$ cat src/rtl/wsl_pkg.sv
// ---------------------------------------------------------------------------
// wsl_pkg
// Shared types and constants for the weekly schedule lookup block.
// ---------------------------------------------------------------------------
`default_nettype none

package wsl_pkg;

    localparam int TABLE_DEPTH = 256;

    // field widths
    localparam int OPC_W    = 2;
    localparam int IDX_W    = 8;
    localparam int MIN_W    = 16;
    localparam int LVL_W    = 8;
    localparam int CMT_W    = 9;
    localparam int WDAY_W   = 8;
    localparam int SEC_W    = 20;
    localparam int SETPT_W  = 5;

    // table sizing
    localparam int CNT_W    = $clog2(TABLE_DEPTH + 1);
    localparam int SEL_W    = (IDX_W > CNT_W) ? IDX_W : CNT_W;
    localparam int SAT_W    = (CMT_W > CNT_W) ? CMT_W : CNT_W;

    // time conversion
    localparam int TARGET_W       = 14;   // minutes in a week fit below 2**14
    localparam int MINOFDAY_W     = 15;   // seconds / 60 for any 20-bit input
    localparam int HOUR_W         = 9;
    localparam int MINUTE_W       = 6;
    localparam int DAY_W          = 3;
    localparam int HSLOT_W        = 10;
    localparam int MINS_PER_HOUR  = 60;
    localparam int HOURS_PER_DAY  = 24;
    localparam int DAYS_PER_WEEK  = 7;
    localparam int HOURS_PER_WEEK = 168;

    // divide by 60 as multiply by reciprocal, exact over the input range
    localparam int RECIP_SEC_SHIFT = 26;
    localparam int RECIP_SEC_W     = 21;
    localparam int RECIP_SEC       = 1118482;   // ceil(2**26 / 60)
    localparam int RECIP_MIN_SHIFT = 20;
    localparam int RECIP_MIN_W     = 15;
    localparam int RECIP_MIN       = 17477;     // ceil(2**20 / 60)

    localparam logic [SETPT_W-1:0] LEVEL_OFF = 5'd31;

    typedef enum logic [OPC_W-1:0] {
        OP_WRITE  = 2'd0,
        OP_COMMIT = 2'd1,
        OP_QUERY  = 2'd2
    } op_t;

    typedef enum logic [1:0] {
        ST_OK       = 2'd0,
        ST_RANGE    = 2'd1,
        ST_NO_TABLE = 2'd2
    } status_t;

    // query token walking the cell row
    typedef struct packed {
        logic                active;
        logic                stop;
        logic                found;
        logic [SETPT_W-1:0]  level;
        logic [TARGET_W-1:0] target;
    } tok_t;

    typedef struct packed {
        status_t            status;
        logic [SETPT_W-1:0] temperature;
        logic               heating_on;
        logic               changed;
    } res_t;

endpackage

`default_nettype wire

$ cat src/rtl/wsl_time_conv.sv
// ---------------------------------------------------------------------------
// wsl_time_conv
// Three-stage conversion of weekday and seconds of day to minute of week.
// ---------------------------------------------------------------------------
`default_nettype none

module wsl_time_conv (
    input  logic                          clk,
    input  logic                          rst_n,
    input  logic                          start,
    input  logic [wsl_pkg::WDAY_W-1:0]    weekday,
    input  logic [wsl_pkg::SEC_W-1:0]     seconds,
    output logic                          done,
    output logic [wsl_pkg::TARGET_W-1:0]  target,
    output logic                          out_of_range
);
    import wsl_pkg::*;

    localparam int P1_W = SEC_W + RECIP_SEC_W;
    localparam int P2_W = MINOFDAY_W + RECIP_MIN_W;

    logic [2:0]            vld_reg;

    logic [4:0]            dsum1;
    logic [3:0]            dsum2;
    logic [DAY_W-1:0]      day;
    logic [P1_W-1:0]       prod1;
    logic [P2_W-1:0]       prod2;
    logic [HOUR_W+6-1:0]   hour_x60;
    logic [MINUTE_W-1:0]   minute;
    logic [HSLOT_W-1:0]    hslot;
    logic [TARGET_W+2-1:0] tgt_full;

    logic [DAY_W-1:0]      day1_reg;
    logic [MINOFDAY_W-1:0] mod1_reg;
    logic [DAY_W-1:0]      day2_reg;
    logic [MINOFDAY_W-1:0] mod2_reg;
    logic [HOUR_W-1:0]     hour2_reg;
    logic [TARGET_W-1:0]   target_reg;
    logic                  range_reg;

    // weekday mod 7: 8 == 1 (mod 7), so fold octal digits twice
    always_comb
    begin
        dsum1 = 5'(weekday[7:6]) + 5'(weekday[5:3]) + 5'(weekday[2:0]);
        dsum2 = 4'(dsum1[4:3]) + 4'(dsum1[2:0]);
        day   = (dsum2 >= 4'(DAYS_PER_WEEK)) ? DAY_W'(dsum2 - 4'(DAYS_PER_WEEK))
                                             : DAY_W'(dsum2);
    end

    assign prod1 = P1_W'(seconds) * P1_W'(RECIP_SEC);
    assign prod2 = P2_W'(mod1_reg) * P2_W'(RECIP_MIN);

    always_comb
    begin
        hour_x60 = (HOUR_W+6)'(hour2_reg) * (HOUR_W+6)'(MINS_PER_HOUR);
        minute   = MINUTE_W'(mod2_reg - MINOFDAY_W'(hour_x60));
        hslot    = HSLOT_W'(day2_reg) * HSLOT_W'(HOURS_PER_DAY)
                   + HSLOT_W'(hour2_reg);
        tgt_full = (TARGET_W+2)'(hslot) * (TARGET_W+2)'(MINS_PER_HOUR)
                   + (TARGET_W+2)'(minute);
    end

    always_ff @(posedge clk)
    begin
        day1_reg   <= day;
        mod1_reg   <= prod1[RECIP_SEC_SHIFT +: MINOFDAY_W];
        day2_reg   <= day1_reg;
        mod2_reg   <= mod1_reg;
        hour2_reg  <= prod2[RECIP_MIN_SHIFT +: HOUR_W];
        target_reg <= tgt_full[TARGET_W-1:0];
        range_reg  <= (hslot >= HSLOT_W'(HOURS_PER_WEEK));
    end

    always_ff @(posedge clk or negedge rst_n)
    begin
        if (!rst_n)
        begin
            vld_reg <= '0;
        end
        else
        begin
            vld_reg <= {vld_reg[1:0], start};
        end
    end

    assign done         = vld_reg[2];
    assign target       = target_reg;
    assign out_of_range = range_reg;

endmodule

`default_nettype wire

$ cat config.mk
export PLATFORM = sky130hd
export DESIGN_NAME = wsl_time_conv
export DESIGN_NICKNAME = d
export VERILOG_FILES = /design/src/rtl/wsl_pkg.sv /design/src/rtl/wsl_time_conv.sv
export SDC_FILE = /design/constraint.sdc
export NUM_CORES = 1
export LEC_CHECK = 0
export BUFFER_PORTS_ARGS = -buffer_cell sky130_fd_sc_hd__buf_2
export CORE_AREA = 4 4 145 147
export DETAILED_ROUTE_END_ITERATION = 10
export DIE_AREA = 0 0 149 151
export PLACE_DENSITY_LB_ADDON = 0.3
export SETUP_SLACK_MARGIN = 0.3
export SLEW_MARGIN = 20
export SYNTH_ARGS = -nofsm -noshare
export SYNTH_HDL_FRONTEND = slang
export SYNTH_SLANG_ARGS = --single-unit
export TNS_END_PERCENT = 50
$ cat constraint.sdc
create_clock -name clk -period 12.02 [get_ports clk]
set_clock_uncertainty 0.1 [all_clocks]
set_input_delay 1.803 -clock clk [delete_from_list [all_inputs] [get_ports clk]]
set_output_delay 1.803 -clock clk [all_outputs]
set_load 0.02 [all_outputs]
---- After elaboration in Yosys (flattened, before gate mapping) ----
Cells that the tools add are included.
word-level totals
  register bits after elaboration ......... 54
  latch bits .............................. 0
  bits in writable memories ............... 0
  bits in read-only memories .............. 0
  input port bits ......................... 31
  output and inout bits ................... 16
  logic and storage cells ................. 23
  memories kept ........................... 0
cells by class
  add/sub/neg operators ................... 7
  multiply operators ...................... 5
  div/mod/pow operators ................... 0
  magnitude comparators ................... 2
  eq/ne operators ......................... 0
  shifts and indexed selects .............. 0
  multiplexer cells ....................... 1
  bitwise operators ....................... 0
  reduce and logical (&&, ||, !) cells .... 0
operators with widths
  cell                    number
  $mul 20x20->40 const B  1
  $mul 15x15->29 const B  1
  $add 14x6->14           1
  $mul 10x4->12 const B   1
  $add 8x9->10            1
  $ge 10x8->1 const B     1
  $mul 9x4->4 const B     1
  $add 2x3->4             2
  $sub 6x6->6             1
  $add 4x3->5             1
  $mul 3x2->5 const B     1
  $ge 4x3->1 const B      1
  $mux 3                  1
  $sub 3x3->3 const B     1

---- Longest topological paths before layout ----
  word-level depth ........................ 5
  gate-level depth with buffers ........... 19
  mapped depth without buffers ............ 19

---- Worst setup path before layout ----
Ideal clock, no wire load.
  kind .................................... input to register
  from .................................... input seconds[2] (netlist name)
  to ...................................... register mod1_reg[11]
  setup time .............................. 0.127 ns
  data arrival time ....................... 5.895 ns
  data required time ...................... 11.793 ns
  setup slack ............................. 5.899 ns
  cell stages on the path ................. 18
  path buffers ............................ 0
  cells stage by stage .................... ha_1 inv_1 fa_1 inv_1 fa_1 inv_1 fa_1 inv_1 ha_1 ha_1 ha_1 a21oi_1 o211ai_1 a211oi_1 nor2_1 a311oi_1 o21ai_0 xor2_1
on the way
  cells in the longest elaborated chain, start to end .. 1
RTL lines
  what                  line                 RTL
  from (decl)           wsl_time_conv.sv:12  input logic [wsl_pkg::SEC_W-1:0] seconds,
  $mul 20x20->40        wsl_time_conv.sv:51  assign prod1 = P1_W'(seconds) * P1_W'(RECIP_SEC);
  named net prod1[37]   wsl_time_conv.sv:27  logic [P1_W-1:0] prod1;
  to (signal assigned)  wsl_time_conv.sv:67  mod1_reg <= prod1[RECIP_SEC_SHIFT +: MINOFDAY_W];
  to (decl)             wsl_time_conv.sv:35  logic [MINOFDAY_W-1:0] mod1_reg;
The timed path passes the listed nets, and every way through them passes these cells.

---- Final worst setup path ----
  from .................................... input seconds[6] (netlist name)
  to ...................................... register mod1_reg[11]
Same word-level chain as after synthesis.

==> reports/results.tsv <==
metric	value	unit
status	finished, final reports clean	
cell with the most instances after synthesis	ha_1	
Yosys reg bits	54	
PortBufs	46	
Initial Util	46.1	%
Setup violations, final	0	
Global Route Usage Sum	16.4	%
CP Class	primary input to register	
DRT antenna net count	0	
Clock transition at path regs	0.07	ns
DRC	0	
CORE AREA	19900	um^2
maximum number of pins on one net before global-route repair	20	
Max Cap Viol	0	
CP Launch Type	primary input	
CP startpoint	seconds[6]	
syn_nets	1362	
grt total ovfl	0	
initial antenna violation count	0	
Final Hold Fails	0	
CP Capture Type	register	
hold_buf cts	0	
CTS Sinks	54	
Rows	52	
FILL cells	1891	
Place WS	5.39	ns
Worst EP arrival	6.43	ns
Syn-to-layout area delta	7.75	%
Clk Latency, worst-skew pair	0.30	ns
Post-Synthesis Cell Area	9170	um^2
Setup WS post-layout	5.67	ns
Seq/Total Area, Yosys	12.0	%
First DRT Iteration DRCs	243	
max reg flops	15	
hold crit path type	register to register	
worst hold slack	0.230	ns
Post-CTS Setup Repair Bufs	0	
# nets final	1412	
DR pass1 iterations	6	
Num CTS Buffers	5	
top_reg_cell synth	dfxtp_1	
crit-path max FO	6	
drt wl/cell	13.4	um
H-tree depth	2	
Worst-Margin Slew	0.835	ns
die area	22500	um^2
Setup TNS Final	0	ns
synth unique cells	60	
Post-synth EDFFs	0	
die span in y	151	um
CTS resizes	0	
Relative slew margins	43.9	%
post-synthesis async set-or-reset flop share	5.56	%
vias per cell	5.05	
unrepaired setup endpoints after global routing	false	
Cells after Synth	974	
Buf+Inv Stages, Crit Path	5	
Antenna diodes	0	
critical-path cell list	buf_2 > ha_1 > inv_1 > fa_1 > inv_1 > fa_1 > inv_1 > fa_1 > inv_1 > ha_1 > ha_1 > ha_1 > a21oi_1 > o211ai_1 > a211oi_1 > nor2_1 > a311oi_1 > o21ai_0 > xor2_1	
Period Utilization, post-route	52.8	%
Worst Hold Launch	day1_reg[0]	
delay-heaviest family, CP	adder cells	
DRT Wirelength	17300	um
post-DP HPWL	15400	um
Synth top area share	38.2	%
via count	6537	
Avg Inst Size Synth	9.42	um^2
RR Startpoint	day2_reg[1]	
max frequency	158	MHz
Synth Warn #	0	
post-synth top area cell	ha_1	
TritonCTS clock tree	built	
vias in the first global route	6506	
global-route wire length before repair	30500	um
worst path required time	12.10	ns
top cells by count, synth	280 x ha_1, 201 x inv_1, 77 x fa_1, 51 x dfxtp_1, 50 x a21oi_1	
top cells by area, synth	ha_1 38%, fa_1 17%, dfxtp_1 11%	
Die X	149	um
share of cells above drive strength 1	6.34	%
Slowest cell on crit path	fa_1	
io pins	47	
CP peak stage delay	0.54	ns
Pins Over Slew Limit	0	
gpl congestion	0.881	
minimum clock period	6.35	ns
Final Core Density	49.6	%
root buffer cell	clkbuf_16	
CTS Buffer Depth	2	
==> kinds of logic after synthesis <==
family                   count (synthesis)  share of synthesized area, %
AND/OR/NAND/NOR                        127                          6.90
AO/OA/AOI/OAI                          176                          12.2
multiplexers                             3                         0.341
XOR/XNOR                                53                          5.21
flip-flops                              54                          12.0
adder cells (fa/ha/maj)                357                          55.0
buffers and inverters                  204                          8.35
==> cells in the final DEF, fill, tap and decap left out, types with 7 or more instances in the layout <==
cell type,netlist,layout
ha_1,280,280
inv_1,201,201
fa_1,77,77
dfxtp_1,51,51
a21oi_1,50,50
buf_2,0,46
nand2_1,38,38
o21ai_0,38,38
xnor2_1,30,30
nor2_1,28,28
a21o_1,24,24
xor2_1,22,22
nand3_1,13,13
nand4_1,9,9
o21bai_1,8,8
a31oi_1,8,8
o21a_1,7,7
nor3_1,7,7
nor2b_1,7,7
==> worst paths after layout <==
kind,end,slack [ns],depth (start not counted)
max,mod1_reg[11],5.67,19
min,day2_reg[0],0.23,0
max reg2reg,target[13],7.01,16
min reg2reg,day2_reg[0],0.23,0
max in group asynchronous,vld_reg[2],10.54,1
min in group asynchronous,vld_reg[0],1.17,1
==> metal layers <==
| layer | track usage (%) | part of all wire, % |
|---|---|---|
| met5 | 0 | 0 |
| met3 | 1.14 | 2.6 |
| met1 | 23.5 | 50 |
| met2 | 27.2 | 46 |
| met4 | 3.52 | 1.2 |
==> area by class of cell <==
| type | instances | area (um^2) | area share, % |
|---|---|---|---|
| Multi-Input combinational cell | 716 | 7310 | 74.0 |
| Sequential cell | 54 | 1100 | 11.1 |
| Inverter | 201 | 754 | 7.63 |
| Tap cell | 270 | 338 | 3.42 |
| Timing Repair Buffer | 46 | 230 | 2.33 |
| Clock buffer | 5 | 125 | 1.27 |
| Clock inverter | 3 | 28.8 | 0.291 |
==> metrics by stage <==
step | cell area [um^2] | cells
global route | 9880 | 1295
finish | 9880 | 1295
global placement | 9730 | 1287
floorplan | 9170 | 974
detailed placement | 9730 | 1287
CTS | 9880 | 1295
Power is not shown: default switching activity piles up to over one toggle a cycle in this logic, so the estimate is an artifact.
