**src/rtl/wsl_pkg.sv**
```systemverilog
// ---------------------------------------------------------------------------
// wsl_pkg
// Shared types and constants for the weekly schedule lookup block.
// ---------------------------------------------------------------------------
`default_nettype none

package wsl_pkg;

    localparam int TABLE_DEPTH = 256;

    // field widths
    localparam int OPC_W    = 2;
    localparam int IDX_W    = 8;
    localparam int MIN_W    = 16;
    localparam int LVL_W    = 8;
    localparam int CMT_W    = 9;
    localparam int WDAY_W   = 8;
    localparam int SEC_W    = 20;
    localparam int SETPT_W  = 5;

    // table sizing
    localparam int CNT_W    = $clog2(TABLE_DEPTH + 1);
    localparam int SEL_W    = (IDX_W > CNT_W) ? IDX_W : CNT_W;
    localparam int SAT_W    = (CMT_W > CNT_W) ? CMT_W : CNT_W;

    // time conversion
    localparam int TARGET_W       = 14;   // minutes in a week fit below 2**14
    localparam int MINOFDAY_W     = 15;   // seconds / 60 for any 20-bit input
    localparam int HOUR_W         = 9;
    localparam int MINUTE_W       = 6;
    localparam int DAY_W          = 3;
    localparam int HSLOT_W        = 10;
    localparam int MINS_PER_HOUR  = 60;
    localparam int HOURS_PER_DAY  = 24;
    localparam int DAYS_PER_WEEK  = 7;
    localparam int HOURS_PER_WEEK = 168;

    // divide by 60 as multiply by reciprocal, exact over the input range
    localparam int RECIP_SEC_SHIFT = 26;
    localparam int RECIP_SEC_W     = 21;
    localparam int RECIP_SEC       = 1118482;   // ceil(2**26 / 60)
    localparam int RECIP_MIN_SHIFT = 20;
    localparam int RECIP_MIN_W     = 15;
    localparam int RECIP_MIN       = 17477;     // ceil(2**20 / 60)

    localparam logic [SETPT_W-1:0] LEVEL_OFF = 5'd31;

    typedef enum logic [OPC_W-1:0] {
        OP_WRITE  = 2'd0,
        OP_COMMIT = 2'd1,
        OP_QUERY  = 2'd2
    } op_t;

    typedef enum logic [1:0] {
        ST_OK       = 2'd0,
        ST_RANGE    = 2'd1,
        ST_NO_TABLE = 2'd2
    } status_t;

    // query token walking the cell row
    typedef struct packed {
        logic                active;
        logic                stop;
        logic                found;
        logic [SETPT_W-1:0]  level;
        logic [TARGET_W-1:0] target;
    } tok_t;

    typedef struct packed {
        status_t            status;
        logic [SETPT_W-1:0] temperature;
        logic               heating_on;
        logic               changed;
    } res_t;

endpackage

`default_nettype wire

```
**src/rtl/wsl_cell.sv**
```systemverilog
// ---------------------------------------------------------------------------
// wsl_cell
// One schedule entry plus one stage of the query token path.
// ---------------------------------------------------------------------------
`default_nettype none

module wsl_cell (
    input  logic                        clk,
    input  logic                        rst_n,
    input  logic                        wr_sel,
    input  logic [wsl_pkg::MIN_W-1:0]   wr_minutes,
    input  logic [wsl_pkg::LVL_W-1:0]   wr_level,
    input  logic                        scan_en,
    input  wsl_pkg::tok_t               tok_in,
    output wsl_pkg::tok_t               tok_out
);
    import wsl_pkg::*;

    logic [MIN_W-1:0] min_reg;
    logic [LVL_W-1:0] lvl_reg;
    tok_t             tok_reg;
    tok_t             tok_next;

    // entry storage, undefined until written
    always_ff @(posedge clk)
    begin
        if (wr_sel)
        begin
            min_reg <= wr_minutes;
            lvl_reg <= wr_level;
        end
    end

    always_comb
    begin
        tok_next = tok_in;
        if (tok_in.active && !tok_in.stop && scan_en)
        begin
            if ((min_reg == '0) && (lvl_reg == '0))
            begin
                tok_next.stop = 1'b1;    // empty entry ends the table
            end
            else if (min_reg <= MIN_W'(tok_in.target))
            begin
                tok_next.found = 1'b1;
                tok_next.level = lvl_reg[SETPT_W-1:0];
            end
        end
    end

    always_ff @(posedge clk or negedge rst_n)
    begin
        if (!rst_n)
        begin
            tok_reg <= '0;
        end
        else
        begin
            tok_reg <= tok_next;
        end
    end

    assign tok_out = tok_reg;

endmodule

`default_nettype wire

```
**config.mk**
```make
export PLATFORM = sky130hd
export DESIGN_NAME = wsl_cell
export DESIGN_NICKNAME = d
export VERILOG_FILES = /design/src/rtl/wsl_pkg.sv /design/src/rtl/wsl_cell.sv
export SDC_FILE = /design/constraint.sdc
export NUM_CORES = 1
export LEC_CHECK = 0
export ABC_CLOCK_PERIOD_IN_PS = 5900
export BUFFER_PORTS_ARGS = -buffer_cell sky130_fd_sc_hd__buf_4
export CAP_MARGIN = 0
export CORE_MARGIN = 2
export CORE_UTILIZATION = 30
export DETAILED_ROUTE_END_ITERATION = 6
export HOLD_SLACK_MARGIN = 0.03
export SLEW_MARGIN = 20
export SYNTH_ARGS = -nofsm -noshare
export SYNTH_HDL_FRONTEND = slang
export SYNTH_SLANG_ARGS = --single-unit
```
**constraint.sdc**
```tcl
create_clock -name clk -period 5.9 [get_ports clk]
set_input_delay 1.475 -clock clk [delete_from_list [all_inputs] [get_ports clk]]
set_output_delay 1.475 -clock clk [all_outputs]
set_load 0.1 [all_outputs]
```
Yosys cells after proc, flatten, opt, wreduce, memory -nomap -nowiden
Index checks and enable logic that the tools add are counted.
Widths: inputs -> output; s select.

storage, ports and cells
  register bits after elaboration = 46
  output and inout port bits = 22
  logic and storage cells = 18

operators by class
  order comparisons = 1
  multiplexer cells = 4
  reductions and logical operators = 6

operators by type and width
  kind               number
  $le 16x14->1       1
  $logic_not 16->1   1
  $mux 6             2
  $logic_not 8->1    1
  $mux 7             1
  $logic_and 1x1->1  3
  $logic_not 1->1    1
  $mux 1             1

Logic depth before layout (Yosys ltp)
Gate-level depths: netlist of the first run.

  depth after elaboration = 4
  mapped depth = 7

Worst setup path after synthesis of the first run
Ideal clock, no wire load.

  path kind = input port to flip-flop
  from = in tok_in[11] (netlist name)
  to = reg tok_reg (netlist bit tok_out[14])
  arrival time = 3.128 ns
  required time = 5.767 ns
  setup slack = 2.638 ns
  stages on the path = 7
  path buffers = 0
  path through = inv_1 -> ha_1 -> and3_1 -> a221o_1 -> a311oi_2 -> and3_1 -> o211ai_1

RTL lines
  item                  RTL line        source
  start, declared       wsl_cell.sv:14  input wsl_pkg::tok_t tok_in,
  end signal, assigned  wsl_cell.sv:59  tok_reg <= tok_next;
  end, declared         wsl_cell.sv:21  tok_t tok_reg;

==> results by group, run 1 <==
Synthesis
  • Cells after Synth: between 100 and 150
  • Synthesis Warnings: 0
  • Syn Nets: between 200 and 250
  • Post-synthesis cell area: between 2000 and 2500 sq um
  • Avg Cell Area, Syn: 13.7 sq um
  • Post-synth ARST share: about 48%
  • Seq/Total Area, Yosys: 63.5%
  • Top post-synthesis cells by area: edfxtp_1 (36%), dfrtp_1 (28%), ha_1 (8.8%)
  • Post-synth EDFFs: 24
  • Synth area leader: edfxtp_1
  • Post-synth top area share: 36.0%
  • Netlist cell types: 32
  • Ys flop type: edfxtp_1
  • #FFs+latches synth: 46

Critical path
  • Critical Path Max Stage Delay: between 0.4 and 0.5 ns
  • Required @ worst endpoint: roughly 6 ns
  • Critical path endpoint category: flop
  • Crit-path cells: buf_4 > inv_1 > ha_1 > and3_1 > a221o_1 > a311oi_2 > and3_1 > o211ai_1
  • Crit path buffers/inverters: 2
  • Slowest-stage cell, CP: a311oi_2
  • Maximum fanout along the worst path: 7
  • Critical path's top delay family: compound AO/OA/AOI/OAI gates
  • Crit-path most repeated cell: and3_1
  • CP arrival: 3.44 ns
  • Setup Crit Path Kind: input pin to flop
  • CP Launch Type: input pin

Timing
  • RSZ-0062 raised after global routing: false
  • Final hold violations: 0
  • Crit share post-route: 55.3%
  • FMAX: 0.307 GHz
  • Layout Skew: approximately 0.0077 ns
  • Setup TNS: 0 ns
  • Setup ws final: approximately 2.6 ns
  • Worst slew pin tran: just over 0.6 ns
  • Pins Over Slew Limit: 0
  • Slew headroom: around three fifths
  • Final min period: approximately 3.3 ns
  • Setup violations, final: 0

CTS
  • Resized cells post-CTS: 0
  • CTS tree: built
  • Worst-path clk slew: approximately 0.090 ns
  • Htree depth: 2
  • Worst skew pair latency: about 0.3 ns
  • Post-CTS Setup Bufs: 0
  • Clk buf depth: 2
  • TritonCTS Sinks: 46
  • Hold Buf Count CTS: 0
  • CTS Root Cell: clkbuf_8
  • CTS Buf Count: 5

Final layout
  • Register cell area after layout: between 1000 and 1500 sq um
  • Antenna cells: 0
  • P&R area growth vs syn: 35.8%
  • Layout fillers: ~640
  • Final #Nets: 287
  • Leading cell types in the layout, fill and taps excluded: buf_4 (71), edfxtp_1 (24), dfrtp_1 (22), inv_1 (20), ha_1 (14)
  • Most common cell after layout, fill and taps aside: buf_4
  • Max reg flops: 22
  • Area of the multi-input gates: ~650 sq um
  • Share of layout cells above drive strength 1: between 30% and 40%

Die
  • Chip Width: between 80 and 90 um
  • Core area: between 6000 and 7000 sq um
  • Site Rows: 29
  • I/O pins: 72
  • Die area: 7340 sq um
  • Initial Utilization: between 30% and 40%
  • Die Height: roughly 86 um

Pwr
  • Cell area power density: 265 nW/um^2
  • Maximum vdd ir drop: 0.109 mV
  • Leak pwr: ~1.2 nW

Drt
  • Final WL: between 4000 and 5000 um
  • DR pass1 iterations: 4
  • First DRT Iteration DRCs: 80
  • WL per Instance: approximately 14 um
  • DR DRC count: 0
  • Via/cell ratio: roughly 4.8
  • DR vias: 1,440
  • Routed Antenna Nets: 0

Flow run
  • Maxcap violations: 0

Global route
  • Vias in the first global route: around 1,400
  • First-pass GRT wire length: 6750 um
  • Initial antenna violation count: 0
  • Largest net degree at the start of global routing: 25
  • GRT Total Usage: roughly an eighth
  • Gr ovfl total: 0

Placement
  • Hpwl dp: 3390 um
  • PortBufs: just over 70
  • Global placement routability congestion: ~0.8
  • Pre-CTS setup slack: approximately 2.3 ns

Min path
  • Class of the worst hold path: flop to flop

Status
  • Outcome: completed
## routing by layer
layer	wire length (um)	vias up	track usage (%)
met5	0	-	0
met4	98	0	5.19
met3	329	10	3.27
met2	1930	55	18.2
met1	1790	666	16.3
li1	-	709	-
## cell type report
class                   instances  area share [%]
well taps                      77            3.55
multi-input cells              79            24.0
inverters                      20            2.76
repair buffers                 71            19.6
clock buffers                   5            2.53
clock inverters                 3           0.783
flip-flops and latches         46            46.8
## worst paths after layout
kind | start | slack [ns] | cells after the start | endpoint
setup / recovery | tok_in[11] | 2.64 | 8 | tok_out[17]$_DFF_PN0_
hold / removal | lvl_reg[1]$_DFFE_PP_ | 0.57 | 2 | tok_out[15]$_DFF_PN0_
setup reg to reg | min_reg[10]$_DFFE_PP_ | 3.46 | 6 | tok_out[17]$_DFF_PN0_
hold reg to reg | lvl_reg[1]$_DFFE_PP_ | 0.57 | 2 | tok_out[15]$_DFF_PN0_
max in group asynchronous | rst_n | 4.64 | 1 | tok_out[1]$_DFF_PN0_
min in group asynchronous | rst_n | 1.04 | 1 | tok_out[19]$_DFF_PN0_
## where the power goes
| group | switching, W | leakage [nW] | internal (W) |
|---|---|---|---|
| clock network | 0.000106 | 0.0441 | 0.0000831 |
| registers | 0.0000113 | 0.486 | 0.000362 |
| logic | 0.000106 | 0.687 | 0.0000518 |
| total | 0.000224 | 1.22 | 0.000497 |
## Yosys cell counts, drive strengths merged (2+ instances only)
cell type and n:
edfxtp 24, dfrtp 22, inv 20, ha 14
nand2 8, nand4 7, o211ai 7, a211oi 5
a22oi 5, nor4 5, a21o 3, a21oi 3
nand3 3, or4 3, and3 2, and4 2
or2 2
## kinds of logic after synthesis
family | after synthesis | synth area share (%)
buf+inv | 21 | 3.94
flops | 46 | 63.5
fa+ha+maj | 14 | 8.75
simple gates | 36 | 12.0
compound gates | 29 | 11.8
## per-stage QoR
| step | total power, W | util, % | cell area (sq um) | hold slack [ns] | instances |
|---|---|---|---|---|---|
| global placement | 0.000539 | 41.1 | 2630 | 0.565 | 293 |
| floorplan | 0.000479 | - | 2000 | 0.527 | 146 |
| CTS | 0.000731 | 42.6 | 2720 | 0.584 | 301 |
| global route | 0.000758 | 42.6 | 2720 | 0.633 | 301 |
| detailed placement | 0.000541 | 41.1 | 2630 | 0.566 | 293 |
| finish | 0.000721 | 42.6 | 2720 | 0.574 | 301 |
## tightest hold or removal path: cells and delay by family (launching register included)
| family | cells | cell delay (ns) |
|---|---|---|
| flip-flops | 1 | 0.38 |
| AO/OA/AOI/OAI | 2 | 0.17 |
No activity file was read; power rests on OpenSTA's default activity.
==> run 2: changes to the inputs <==
ABC_CLOCK_PERIOD_IN_PS = 2800   (was 5900)
clock period = 2.8 ns   (was 5.9 ns; I/O delays follow)
==> run 2 against run 1 <==
  * Clock skew about the same
  * Setup slack worse by 2.2 ns
  * Sequential power up 110%
  * Via count shrank 1.8%
  * Routed wire length rose by 0.29%
  * Cell area barely moved
  * Clock power up 100%
  * Total power up 110%
  * Critical path depth stayed put
  * Hold slack got worse by 0.30 ns
  * Critical path type unchanged
  * Largest power group unchanged
==> results by group, run 2 (synthesis gave the netlist of run 1 again) <==
Status
  • Outcome: completed

Critical path
  • Maximum fanout along the worst path: 5 (-2)
  • Critical path's top delay family: compound AO/OA/AOI/OAI gates
  • Setup Crit Path Kind: input pin to flop
  • Critical Path Max Stage Delay: 0.39 ns (-0.10 ns)
  • Crit-path most repeated cell: and3_1
  • Critical path endpoint category: flop
  • Slowest-stage cell, CP: a311oi_2
  • CP Launch Type: input pin
  • Reg2reg path depth: 6 (unchanged)
  • CP arrival: 2.55 ns (-0.89 ns)
  • Instance count on the critical path: 8 (unchanged)
  • Required @ worst endpoint: 2.97 ns (-3.11 ns)
  • Crit path buffers/inverters: 2 (unchanged)
  • Crit-path cells: buf_4 > inv_1 > ha_1 > and3_1 > a221o_1 > a311oi_2 > and3_1 > o211ai_1

CTS
  • CTS Buf Count: 5 (unchanged)
  • CTS tree: built
  • Resized cells post-CTS: 0 (unchanged)
  • Hold Buf Count CTS: 0 (unchanged)
  • Worst-path clk slew: 0.08 ns (about the same)
  • CTS Root Cell: clkbuf_8
  • TritonCTS Sinks: 46 (unchanged)
  • Worst skew pair latency: 0.29 ns (about the same)
  • Htree depth: 2 (unchanged)
  • Clk buf depth: 2 (unchanged)
  • Post-CTS Setup Bufs: 0 (unchanged)

Timing
  • Final min period: 2.38 ns
  • Crit share post-route: between 80 and 90%
  • FMAX: approximately 0.42 GHz
  • Final hold violations: 0 (unchanged)
  • Setup ws final: 0.424 ns (-2.21 ns)
  • Setup violations, final: 0 (unchanged)
  • Setup TNS: 0 ns (unchanged)
  • Pins Over Slew Limit: 0 (unchanged)
  • Worst slew pin tran: 0.608 ns (-0.00324 ns)
  • Slew headroom: 59.4% (+0.22 points)
  • RSZ-0062 raised after global routing: false
  • Layout Skew: 0.00739 ns (-0.000341 ns)

Final layout
  • Max reg flops: 22 (unchanged)
  • Leading cell types in the layout, fill and taps excluded: buf_4 (72), edfxtp_1 (24), dfrtp_1 (22), inv_1 (20), ha_1 (14)
  • Fin util: 42.5% (about the same)
  • Final #Nets: 288 (+0.35%)
  • Antenna cells: 0 (unchanged)
  • P&R area growth vs syn: 35.7% (about the same)
  • Share of layout cells above drive strength 1: 38.7% (-0.62 points)
  • Most common cell after layout, fill and taps aside: buf_4

Pwr
  • Cell area power density: 553 nW/um^2 (+110%)
  • Leak pwr: 1.22 nW (+0.31%)
  • Maximum vdd ir drop: 0.231 mV (+110%)

Die
  • Site Rows: 29 (unchanged)
  • Core area: 6390 sq um (unchanged)
  • Die Height: 85.7 um (unchanged)
  • I/O pins: 72 (unchanged)
  • Die area: 7340 sq um (unchanged)
  • Chip Width: 85.7 um (unchanged)
  • Initial Utilization: 31.3% (unchanged)

Drt
  • DR vias: 1,414 (-1.8%)
  • DR DRC count: 0 (unchanged)
  • First DRT Iteration DRCs: 77 (-3.8%)
  • Routed Antenna Nets: 0 (unchanged)
  • WL per Instance: 13.8 um (about the same)
  • Final WL: 4160 um (+0.29%)
  • Via/cell ratio: 4.68 (-2.1%)
  • DR pass1 iterations: 4 (unchanged)

Placement
  • Global placement routability congestion: 0.776 (-2.3%)
  • Pre-CTS setup slack: 0.112 ns (-2.22 ns)
  • Hpwl dp: 3400 um (+0.27%)
  • PortBufs: 71 (unchanged)

Global route
  • GRT Total Usage: 11.9% (-0.14 points)
  • Gr ovfl total: 0 (unchanged)
  • Vias in the first global route: 1,451 (+1.7%)
  • Initial antenna violation count: 0 (unchanged)
  • Largest net degree at the start of global routing: 25 (unchanged)
  • First-pass GRT wire length: 6690 um (-0.82%)

Flow run
  • Maxcap violations: 0 (unchanged)

Min path
  • Class of the worst hold path: input pin to asynchronous set/reset pin
-- run 2: worst paths after layout --
| check | start | end | slack [ns] |
|---|---|---|---|
| min | rst_n | tok_out[12]$_DFF_PN0_ | 0.28 |
| max in group asynchronous | rst_n | tok_out[4]$_DFF_PN0_ | 2.31 |
| min reg2reg | lvl_reg[1]$_DFFE_PP_ | tok_out[15]$_DFF_PN0_ | 0.58 |
| max | tok_in[11] | tok_out[17]$_DFF_PN0_ | 0.42 |
| max reg2reg | min_reg[10]$_DFFE_PP_ | tok_out[17]$_DFF_PN0_ | 0.50 |
| min in group clk | tok_in[2] | tok_out[2]$_DFF_PN0_ | 0.52 |
-- run 2: worst reg2reg max path, stage by stage, from the launching register on --
cell	delay, ns
edfxtp_1	0.46
ha_1	0.35
and3_1	0.17
a221o_1	0.38
a311oi_2	0.39
and3_1	0.32
o211ai_1	0.13
-- run 2: per-stage QoR --
stage	power (W)	cells	cell area [sq um]	hold WS (ns)
6_report	0.00150	302	2720	0.277
3_3_place_gp	0.00114	294	2640	0.565
3_5_place_dp	0.00114	294	2640	0.574
5_1_grt	0.00158	302	2720	0.281
2_1_floorplan	0.00101	146	2000	0.404
4_1_cts	0.00152	302	2720	0.276
-- run 2: layout make-up --
cell class	count	area, sq um
multi-input combinational	79	652
sequential	46	1270
fill	631	3670
inverter	20	75.1
clock buffer	6	72.6
tap	77	96.3
clock inverter	2	8.76
timing repair buffer	72	541
-- run 2: per-layer routing --
layer  up-vias  GRT usage [%]  part of all wire, %
met1       652           15.7                   44
met5         -              0                    0
li1        709              -                    -
met4         0           4.33                  1.7
met3         7           2.79                  6.2
met2        46           19.1                   48
-- run 2: power breakdown --
part           switching (W)  internal, W
Clock               0.000208     0.000172
Sequential         0.0000242     0.000764
Combinational       0.000224     0.000111
